### src/hdl/gbk_pkg.sv
// ----------------------------------------------------------------------------
// gbk_pkg: shared types and constants of the Gaussian blur block
// Geometry limits, register indexes, kernel weights and the reciprocal used
// for the division by 179.
// ----------------------------------------------------------------------------
package gbk_pkg;

  // Longest line that the line stores hold.
  localparam int LINE_MAX = 4096;
  localparam int COL_W    = $clog2(LINE_MAX);
  localparam int EW_W     = $clog2(LINE_MAX + 1);
  localparam int SEEN_CAP = 2 * LINE_MAX + 2;
  localparam int SEEN_W   = $clog2(SEEN_CAP + 1);

  // Fixed widths of the registers and position counters.
  // The row counter spans every height that the register can hold.
  localparam int LW_W  = 13;
  localparam int FH_W  = 14;
  localparam int ROW_W = 14;
  localparam int CFG_W = 14;

  // Register indexes of the configuration port.
  localparam int CFG_IDX_W = 2;
  localparam logic [CFG_IDX_W-1:0] CFG_KERNEL_MODE  = 2'd0;
  localparam logic [CFG_IDX_W-1:0] CFG_LINE_WIDTH   = 2'd1;
  localparam logic [CFG_IDX_W-1:0] CFG_FRAME_HEIGHT = 2'd2;

  // Reset values of the registers.
  localparam logic [LW_W-1:0] LINE_WIDTH_RST   = 13'd640;
  localparam logic [FH_W-1:0] FRAME_HEIGHT_RST = 14'd480;

  // Window geometry: five columns of five rows.
  localparam int KSPAN = 5;
  localparam int PIX_W = 8;

  // Sum widths and the reciprocal of 179 scaled by 2**24.
  localparam int SUM_W   = 16;
  localparam int RECIP_W = 17;
  localparam int PROD_W  = SUM_W + RECIP_W;
  localparam int RECIP_SHIFT = 24;
  localparam logic [RECIP_W-1:0] RECIP_179 = 17'd93728;
  localparam int Q_W = 12;

  typedef logic [KSPAN-1:0][PIX_W-1:0] col_t;
  typedef col_t [KSPAN-1:0] win_t;

  // Control that travels along the arithmetic stages.
  typedef struct packed {
    logic             valid;
    logic             inner;
    logic             mode;
    logic [PIX_W-1:0] center;
  } ctl_t;

  typedef logic [5:0] wt_t;
  typedef wt_t [KSPAN-1:0][KSPAN-1:0] wt_tab_t;

  // Weights indexed [column age][rows back]; the small kernel uses indexes 0 to 2 of both.
  localparam wt_tab_t WT3 = '{
    '{6'd0, 6'd0, 6'd0, 6'd0, 6'd0},
    '{6'd0, 6'd0, 6'd0, 6'd0, 6'd0},
    '{6'd0, 6'd0, 6'd1, 6'd2, 6'd1},
    '{6'd0, 6'd0, 6'd2, 6'd4, 6'd2},
    '{6'd0, 6'd0, 6'd1, 6'd2, 6'd1}
  };
  localparam wt_tab_t WT5 = '{
    '{6'd0, 6'd0, 6'd1,  6'd0, 6'd0},
    '{6'd0, 6'd8, 6'd21, 6'd8, 6'd0},
    '{6'd1, 6'd21, 6'd59, 6'd21, 6'd1},
    '{6'd0, 6'd8, 6'd21, 6'd8, 6'd0},
    '{6'd0, 6'd0, 6'd1,  6'd0, 6'd0}
  };

  // Weight of one window tap for the selected kernel.
  function automatic wt_t weight(input logic mode, input logic [2:0] k,
                                 input logic [2:0] r);
    return mode ? WT5[k][r] : WT3[k][r];
  endfunction

endpackage

### src/hdl/gbk_cell.sv
// ----------------------------------------------------------------------------
// gbk_cell: one column of the window
// Holds five pixels of one column and takes its neighbor's column on a shift.
// ----------------------------------------------------------------------------
module gbk_cell (
  input  logic          clk,
  input  logic          rst,
  input  logic          shift,
  input  gbk_pkg::col_t col_in,
  output gbk_pkg::col_t col_out
);

  // The window starts out all zero.
  always_ff @(posedge clk) begin
    if (rst) begin
      col_out <= '0;
    end else if (shift) begin
      col_out <= col_in;
    end
  end

endmodule

### config.mk
export PLATFORM = sky130hd
export DESIGN_NAME = gbk_cell
export DESIGN_NICKNAME = d
export VERILOG_FILES = /design/src/hdl/gbk_pkg.sv /design/src/hdl/gbk_cell.sv
export SDC_FILE = /design/constraint.sdc
export NUM_CORES = 1
export LEC_CHECK = 0
export BUFFER_PORTS_ARGS = -buffer_cell sky130_fd_sc_hd__clkbuf_2
export CAP_MARGIN = 20
export CELL_PAD_IN_SITES_DETAIL_PLACEMENT = 1
export CELL_PAD_IN_SITES_GLOBAL_PLACEMENT = 1
export CORE_MARGIN = 1.5
export CORE_UTILIZATION = 28
export CTS_CLUSTER_DIAMETER = 150
export CTS_CLUSTER_SIZE = 28
export DETAILED_ROUTE_END_ITERATION = 7
export PLACE_DENSITY_LB_ADDON = 0.1
export SLEW_MARGIN = 15
export SYNTH_ARGS = -nofsm -noshare
export SYNTH_HDL_FRONTEND = slang
export SYNTH_SLANG_ARGS = --single-unit
### constraint.sdc
create_clock -name clk -period 0.8 [get_ports clk]
set_input_delay 0 -clock clk [delete_from_list [all_inputs] [get_ports clk]]
set_output_delay 0 -clock clk [all_outputs]
set_load 0.005 [all_outputs]
==> impl_metrics.yaml <==
synth:
  synth.distinct_cells: 6
  synth_edf_count: 0
  synth-async-reset-ratio_pct: 0
  synth_area_per_cell_sq_um: 11.30
  synth-seq-area-share_pct: 54.94
  synth_seq_cells: 40
  synthTopCellsByArea: "dfxtp_1 (55%), mux2i_1 (27%), nor2_1 (10%)"
  synth-main-ff-cell: "dfxtp_1"
  yosys_warnings: 0
  syn-cell-area_sq_mm: 0.001458
  synthDominantCellAreaShare_pct: 54.94
  yosysTopAreaCell: "dfxtp_1"
  synthesis.nets: 172
  syn_inst: 129
  synth_commonest_cells: "dfxtp_1 (40), mux2i_1 (40), nor2_1 (40), buf_12 (4), clkbuf_1 (4)"
sta:
  skew_ns: 0
  fmax_mhz: 1315
  period_minus_slack_ns: 0.7604
  tightestPinTransition_ns: 0.1512
  setup_viol: 0
  finalSetupTns_ns: 0
  slew_headroom_pct: 89.63
  slew_violations: 0
  fin_crit_sh_pct: 95.04
  hold_viol: 0
  rsz0062_at_grt: "false"
grt:
  grt_pass1_vias: 1443
  track_usage_pct: 14.80
  antenna_found_initial: 0
  grt_max_degree: 41
  grt.overflow.total: 0
  grt_pass1_wl_microns: 6237
min_path:
  holdCritPathClass: "input pin to flip-flop"
  holdPathStages: 3
layout:
  drive_gt1_share_pct: 36.76
  top_regs: "col_out x40"
  regMostFlops: "col_out"
  synthToLayoutAreaGrowth_pct: 64.81
  layout.nets: 295
  antenna_cells: 0
  fin_util_pct: 47.34
  postLayoutCellArea_sq_mm: 0.002402
  largest_register_ffs: 40
setup_path:
  endpoint_kind: "primary output"
  crit_path_start_kind: "flip-flop"
  max_stage_delay_ns: 0.35
  worstPathRequired_ns: 0.80
  cpLargestDelayFamily: "flip-flops"
  criticalPathCategory: "flip-flop to primary output"
  ff2ff_path_depth: 2
  crit_chain: "clkbuf_2"
  worst_path_max_delay_cell: "dfxtp_1"
  critical_path.max_fanout: 2
  critical_path_buf_inv_count: 1
  cp.depth: 1
  cp.arrival_ns: 0.76
routing:
  viasPerCell: 4.180
  dr.pass1.iters: 2
  ant_nets: 0
  vias: 1350
  dr.first_iter.drc_count: 17
  drc_errors: 0
  drt_wl_total_microns: 4066
  routedWlPerCell_microns: 12.59
die:
  dieArea_sq_mm: 0.005648
  die_x_microns: 75.15
  die_h_microns: 75.15
  fp.coreArea_sq_mm: 0.005075
  rows: 26
  io_pins: 83
  start_util_pct: 28.72
pwr:
  p_per_area_mw_per_mm2: 1755
  p_leak_nw: 1.234
  vdd_drop_max_uv: 850.6
clocking:
  cts_tree: "done"
  numCtsBuffers: 5
  root_buffer: "clkbuf_8"
  clkTransAtPathRegs_ns: 0.08
  cts_setup_buffers: 0
  insertion_delay_ns: 0.28
  ctsHtreeMaxLevel: 2
  clockBufferDepth: 2
  clock_sinks: 40
status:
  status: "completed"
place:
  placed_area_sq_mm: 0.001909
  gp_congestion: 0.6355
  port_buffers: 82
  dp_hpwl_microns: 2686
flow_run:
  max_cap_viol_count: 0
[kinds of logic after synthesis]
group                  Yosys count  synth area share (%)
multiplexers                    40                 27.47
flip-flops                      40                 54.94
AND/OR/NAND/NOR                 40                 10.30
buffers and inverters            9                 7.296
[cells in the final DEF, fill, tap and decap left out]
master         instances
dfxtp_2                2
clkbuf_1               2
dlygate4sd3_1         40
dfxtp_1               38
buf_12                 3
mux2i_1               40
clkbuf_2              82
nor2_1                40
clkbuf_8               6
[per-layer routing]
layer | GRT usage, % | share of wire [%] | up-vias | routed length [microns]
met3 | 3.079 | 5.0 | 4 | 203
met4 | 5.952 | 1.2 | 0 | 48
met5 | 0 | 0 | - | 0
met2 | 29.20 | 56 | 49 | 2258
met1 | 14.93 | 38 | 628 | 1555
li1 | - | - | 669 | -
[final cells by class]
cell class	count	area [sq um]
Multi-Input combinational cell	80	550.5
Tap cell	70	87.58
Sequential cell	40	803.3
Clock buffer	8	90.09
Fill cell	602	2673
Timing Repair Buffer	125	870.8
[power by group]
part           total (mW)  switching [mW]  internal, mW
clock network        1.35           0.646         0.704
registers            2.18          0.0636          2.11
logic               0.691           0.273         0.418
total                4.22           0.983          3.23
[per-stage QoR]
step                hold WS (ns)  std cells  setup slack [ns]  total power [mW]
floorplan                 0.1472        129            0.2074             2.502
global placement          0.2369        275           0.08503             2.731
detailed placement        0.2423        275           0.04330             2.759
CTS                       0.1223        323           0.01663             4.285
global route              0.1452        323          0.001712             4.435
finish                    0.1246        323           0.03965             4.216
[tightest hold or removal path, cell delays in order]
cell and delay (ns):
clkbuf_2 0.10, buf_12 0.17, nor2_1 0.10
[worst paths after layout]
path | slack [ns] | to | start
setup / recovery | 0.04 | col_out[12] | col_out[12]
hold / removal | 0.12 | col_out[15] | rst
setup reg to reg | 0.16 | col_out[22] | col_out[22]
hold reg to reg | 0.50 | col_out[24] | col_out[24]
[repair_timing]
item / 4_1_cts / 5_1_grt
gates resized for setup: 0 / 2
endpoints found under the hold margin: 40 / 0
endpoints found under the setup margin: 0 / 2
hold buffers: 40 / 0
Note: power is estimated with default switching activity, not from simulation.
