**src/hdl/gbk_pkg.sv**
```systemverilog
// ----------------------------------------------------------------------------
// gbk_pkg: shared types and constants of the Gaussian blur block
// Geometry limits, register indexes, kernel weights and the reciprocal used
// for the division by 179.
// ----------------------------------------------------------------------------
package gbk_pkg;

  // Longest line that the line stores hold.
  localparam int LINE_MAX = 4096;
  localparam int COL_W    = $clog2(LINE_MAX);
  localparam int EW_W     = $clog2(LINE_MAX + 1);
  localparam int SEEN_CAP = 2 * LINE_MAX + 2;
  localparam int SEEN_W   = $clog2(SEEN_CAP + 1);

  // Fixed widths of the registers and position counters.
  // The row counter spans every height that the register can hold.
  localparam int LW_W  = 13;
  localparam int FH_W  = 14;
  localparam int ROW_W = 14;
  localparam int CFG_W = 14;

  // Register indexes of the configuration port.
  localparam int CFG_IDX_W = 2;
  localparam logic [CFG_IDX_W-1:0] CFG_KERNEL_MODE  = 2'd0;
  localparam logic [CFG_IDX_W-1:0] CFG_LINE_WIDTH   = 2'd1;
  localparam logic [CFG_IDX_W-1:0] CFG_FRAME_HEIGHT = 2'd2;

  // Reset values of the registers.
  localparam logic [LW_W-1:0] LINE_WIDTH_RST   = 13'd640;
  localparam logic [FH_W-1:0] FRAME_HEIGHT_RST = 14'd480;

  // Window geometry: five columns of five rows.
  localparam int KSPAN = 5;
  localparam int PIX_W = 8;

  // Sum widths and the reciprocal of 179 scaled by 2**24.
  localparam int SUM_W   = 16;
  localparam int RECIP_W = 17;
  localparam int PROD_W  = SUM_W + RECIP_W;
  localparam int RECIP_SHIFT = 24;
  localparam logic [RECIP_W-1:0] RECIP_179 = 17'd93728;
  localparam int Q_W = 12;

  typedef logic [KSPAN-1:0][PIX_W-1:0] col_t;
  typedef col_t [KSPAN-1:0] win_t;

  // Control that travels along the arithmetic stages.
  typedef struct packed {
    logic             valid;
    logic             inner;
    logic             mode;
    logic [PIX_W-1:0] center;
  } ctl_t;

  typedef logic [5:0] wt_t;
  typedef wt_t [KSPAN-1:0][KSPAN-1:0] wt_tab_t;

  // Weights indexed [column age][rows back]; the small kernel uses indexes 0 to 2 of both.
  localparam wt_tab_t WT3 = '{
    '{6'd0, 6'd0, 6'd0, 6'd0, 6'd0},
    '{6'd0, 6'd0, 6'd0, 6'd0, 6'd0},
    '{6'd0, 6'd0, 6'd1, 6'd2, 6'd1},
    '{6'd0, 6'd0, 6'd2, 6'd4, 6'd2},
    '{6'd0, 6'd0, 6'd1, 6'd2, 6'd1}
  };
  localparam wt_tab_t WT5 = '{
    '{6'd0, 6'd0, 6'd1,  6'd0, 6'd0},
    '{6'd0, 6'd8, 6'd21, 6'd8, 6'd0},
    '{6'd1, 6'd21, 6'd59, 6'd21, 6'd1},
    '{6'd0, 6'd8, 6'd21, 6'd8, 6'd0},
    '{6'd0, 6'd0, 6'd1,  6'd0, 6'd0}
  };

  // Weight of one window tap for the selected kernel.
  function automatic wt_t weight(input logic mode, input logic [2:0] k,
                                 input logic [2:0] r);
    return mode ? WT5[k][r] : WT3[k][r];
  endfunction

endpackage

```
**src/hdl/gbk_conv.sv**
```systemverilog
// ----------------------------------------------------------------------------
// gbk_conv: weighted sum of the window
// Column sums, the total and the product with the reciprocal of 179, each
// stage registered.
// ----------------------------------------------------------------------------
module gbk_conv (
  input  logic                        clk,
  input  logic                        rst,
  input  logic                        adv,
  input  gbk_pkg::ctl_t               ctl_in,
  input  gbk_pkg::win_t               win,
  output gbk_pkg::ctl_t               ctl_out,
  output logic [gbk_pkg::SUM_W-1:0]   total_out,
  output logic [gbk_pkg::PROD_W-1:0]  prod_out
);

  logic [gbk_pkg::SUM_W-1:0] csum_next [gbk_pkg::KSPAN];
  logic [gbk_pkg::SUM_W-1:0] csum [gbk_pkg::KSPAN];
  logic [gbk_pkg::SUM_W-1:0] total_next;
  logic [gbk_pkg::SUM_W-1:0] total;
  gbk_pkg::ctl_t c_ctl;
  gbk_pkg::ctl_t d_ctl;

  // Weighted sum of each column with constant weights.
  // Taps with zero weight are left out, so taps outside the kernel never
  // reach the sum.
  always_comb begin
    for (int k = 0; k < gbk_pkg::KSPAN; k++) begin
      csum_next[k] = '0;
      for (int r = 0; r < gbk_pkg::KSPAN; r++) begin
        if (gbk_pkg::weight(ctl_in.mode, 3'(k), 3'(r)) != '0) begin
          csum_next[k] = csum_next[k]
            + gbk_pkg::SUM_W'(gbk_pkg::weight(ctl_in.mode, 3'(k), 3'(r)))
            * gbk_pkg::SUM_W'(win[k][r]);
        end
      end
    end
  end

  // Sum of the five column sums.
  always_comb begin
    total_next = '0;
    for (int k = 0; k < gbk_pkg::KSPAN; k++) begin
      total_next = total_next + csum[k];
    end
  end

  // Stage valid bits.
  always_ff @(posedge clk) begin
    if (rst) begin
      c_ctl.valid   <= 1'b0;
      d_ctl.valid   <= 1'b0;
      ctl_out.valid <= 1'b0;
    end else if (adv) begin
      c_ctl.valid   <= ctl_in.valid;
      d_ctl.valid   <= c_ctl.valid;
      ctl_out.valid <= d_ctl.valid;
    end
  end

  // Stage payload: column sums, total, product.
  always_ff @(posedge clk) begin
    if (adv) begin
      csum          <= csum_next;
      c_ctl.inner   <= ctl_in.inner;
      c_ctl.mode    <= ctl_in.mode;
      c_ctl.center  <= ctl_in.mode ? win[2][2] : win[1][1];
      total         <= total_next;
      d_ctl.inner   <= c_ctl.inner;
      d_ctl.mode    <= c_ctl.mode;
      d_ctl.center  <= c_ctl.center;
      total_out     <= total;
      prod_out      <= gbk_pkg::PROD_W'(total) * gbk_pkg::PROD_W'(gbk_pkg::RECIP_179);
      ctl_out.inner <= d_ctl.inner;
      ctl_out.mode  <= d_ctl.mode;
      ctl_out.center <= d_ctl.center;
    end
  end

endmodule

```
**config.mk**
```make
export PLATFORM = sky130hd
export DESIGN_NAME = gbk_conv
export DESIGN_NICKNAME = d
export VERILOG_FILES = /design/src/hdl/gbk_pkg.sv /design/src/hdl/gbk_conv.sv
export SDC_FILE = /design/constraint.sdc
export NUM_CORES = 1
export LEC_CHECK = 0
export ABC_AREA = 1
export BUFFER_PORTS_ARGS = -buffer_cell sky130_fd_sc_hd__clkbuf_2
export CAP_MARGIN = 20
export CORE_MARGIN = 4
export CORE_UTILIZATION = 55
export CTS_BUF_LIST = sky130_fd_sc_hd__clkbuf_4
export CTS_CLUSTER_DIAMETER = 120
export CTS_CLUSTER_SIZE = 28
export DETAILED_ROUTE_END_ITERATION = 6
export PLACE_DENSITY_LB_ADDON = 0.1
export SLEW_MARGIN = 20
export SYNTH_ARGS = -nofsm -noshare
export SYNTH_HDL_FRONTEND = slang
export SYNTH_SLANG_ARGS = --single-unit
```
**constraint.sdc**
```tcl
create_clock -name clk -period 9.2 [get_ports clk]
set_input_delay 1.38 -clock clk [delete_from_list [all_inputs] [get_ports clk]]
set_output_delay 1.38 -clock clk [all_outputs]
set_load 0.03 [all_outputs]
```
==> results.json <==
{
  "reg2reg_slack_ns": 4.28,
  "clk_pin_slew_worst_paths_ns": 0.15,
  "rows": 69,
  "area_growth_syn_to_layout_pct": 9.55,
  "finalWirelength_um": 42300,
  "cts_sinks": 155,
  "path_max_fanout": 27,
  "initial_core_util": 0.558,
  "cp-start-kind": "input port",
  "vias_per_cell": 5.04,
  "cts_resized": 0,
  "routedWlPerCell_um": 14.4,
  "grt_max_degree": 135,
  "critPathMaxStageDelay_ns": 0.53,
  "dr.pass1.iters": 5,
  "synth_cell_types": 44,
  "final_cell_area_sq_um": 21700,
  "yosysMostFrequentCell": "inv_1",
  "gp_congestion": 0.892,
  "drcViolationCount": 0,
  "dieArea_sq_um": 39100,
  "grt_usage": 0.222,
  "ys.flop_type": "edfxtp_1",
  "mappedNetlistArea_sq_um": 19800,
  "ys_async_sr_fraction": 0,
  "overflow": 0,
  "hold_buffers": 0,
  "die_h_um": 198,
  "cp_slowest_cell": "fa_1",
  "dpl_cell_area_sq_um": 21400,
  "required_ns": 9.58,
  "synth_top_area_share": 0.231,
  "synth_common_cells": "inv_1, nand2_1, ha_1",
  "cts_tree": "done",
  "synthesis.instances": 2261,
  "finalSetupViolCount": 0,
  "maxCapViolCount": 0,
  "dieWidth_um": 198,
  "fin_crit_ns": 8.58,
  "synth_top_area_cell": "edfxtp_1",
  "vias": 14800,
  "hold_path_class": "register to register",
  "htree_levels": 4,
  "clock_latency_ns": 0.63,
  "synthTopCellsByArea": "edfxtp_1, ha_1, fa_1, inv_1, nand2_1",
  "reg2reg_from": "total[8]",
  "timing.final.crit_share": 0.933,
  "drv_slew": 0,
  "drtIter0Drc": 618,
  "ff2ff_path_depth": 18,
  "maxSlewHeadroom": 0.331,
  "tightestPinTransition_ns": 1.00,
  "cts_made_buffers": 17,
  "critPathKind": "input port to register",
  "final.setup_skew_ns": 0.0361,
  "final_nets": 3217,
  "post-dp-hpwl_um": 36100,
  "portBuffers": 188,
  "hold_path_end": "d_ctl[1]",
  "ys_seq_elements": 155,
  "min_path_cells": 0,
  "hold_violations": 0,
  "layout-drive-gt1-share": 0.109,
  "yosys_warnings": 0,
  "status": "finished clean",
  "max_freq_mhz": 117,
  "synth_seq_area_share": 0.234,
  "first_global_vias": 14800,
  "avgSynthCellArea_sq_um": 8.75,
  "antenna_found_initial": 1,
  "cp.arrival_ns": 8.96,
  "crit_path_end_kind": "register",
  "coreArea_sq_um": 35500,
  "root_buffer": "clkbuf_4",
  "cts_max_path_buffers": 2,
  "hp-start": "c_ctl[1]",
  "drtAntennaViolNets": 0,
  "grt_pass1_wl_um": 70200,
  "crit_path_frequent_cell": "nand2_1",
  "cts_setup_buffers": 0,
  "synth_edf_count": 152,
  "rsz0062_at_grt": "no",
  "io-pin-count": 274,
  "worstReg2RegEnd": "prod_out[32]"
}
-- flip-flops by register name, indices dropped and copies added, names as in the netlist --
name and flops:
ctl_out 11, c_ctl 11, prod_out 24, total 16, csum 66, total_out 16
d_ctl 11
-- final cells by class --
class	instances	area, sq um
Antenna cell	2	5.00
Sequential cell	155	4620
Tap cell	461	577
Multi-Input combinational cell	1541	13000
Inverter	527	1980
Clock inverter	15	155
Fill cell	3234	13800
Timing Repair Buffer	222	1220
Clock buffer	17	128
-- worst max path at each step --
stage	from	to	depth (start not counted)
final	ctl_in[8]	csum[46]	43
after global routing	ctl_in[8]	csum[46]	43
after CTS	ctl_in[8]	csum[46]	43
after detailed placement	ctl_in[8]	csum[46]	43
after global placement	ctl_in[8]	csum[46]	43
after floorplan	ctl_in[8]	csum[46]	44
-- cells by family after synthesis --
kind of cell               after synthesis  share of synthesized area
adders and majority gates              539                      0.409
DFF                                    155                      0.234
other                                    1                   0.000190
buffers and inverters                  572                      0.111
and+or+nand+nor                        655                      0.136
AOI/OAI and AO/OA                      246                     0.0687
xor gates and xnor gates                93                     0.0412
-- critical path, delay by kind of cell --
family | cells | cell delay, ns
adders and majority gates | 11 | 4.11
AOI/OAI and AO/OA | 4 | 0.56
and+or+nand+nor | 15 | 1.51
buffers and inverters | 10 | 0.78
xor gates and xnor gates | 3 | 0.58
-- per-stage QoR --
step / setup TNS, ns / hold slack, ns / utilization / std cells / setup WS (ns)
3_5_place_dp: -0.0801 / 0.405 / 0.603 / 2906 / -0.0801
3_3_place_gp: 0 / 0.402 / 0.603 / 2906 / 0.0823
4_1_cts: 0 / 0.429 / 0.611 / 2938 / 0.638
6_report: 0 / 0.430 / 0.611 / 2940 / 0.620
2_1_floorplan: 0 / 0.400 / - / 2268 / 0.225
5_1_grt: 0 / 0.435 / 0.611 / 2940 / 0.101
-- layer usage --
layer | wire length, um | global-route usage | vias to the layer above
li1 | - | - | 7573
met1 | 19400 | 0.304 | 6951
met2 | 20400 | 0.375 | 232
met3 | 1610 | 0.0295 | 51
met4 | 935 | 0.0602 | 0
met5 | 0 | 0 | -
-- cells in the final DEF, fill, tap and decap left out, types with 4 or more instances in the layout --
master,instances
o21ai_0,61
conb_1,8
inv_6,6
buf_4,33
clkbuf_4,17
a21o_1,13
nand2_2,8
a31oi_1,7
a21oi_1,132
nand2_1,408
edfxtp_1,152
nor3_1,11
fa_1,180
ha_1,359
o21bai_1,7
o211ai_1,4
nor2_1,123
nand3_1,73
nand4_1,13
clkbuf_2,186
xor2_1,52
inv_1,526
xnor2_1,41
o22ai_1,4
and2_1,8
o31ai_1,6
Power is not shown: default switching activity piles up to over one toggle a cycle in this logic, so the estimate is an artifact.
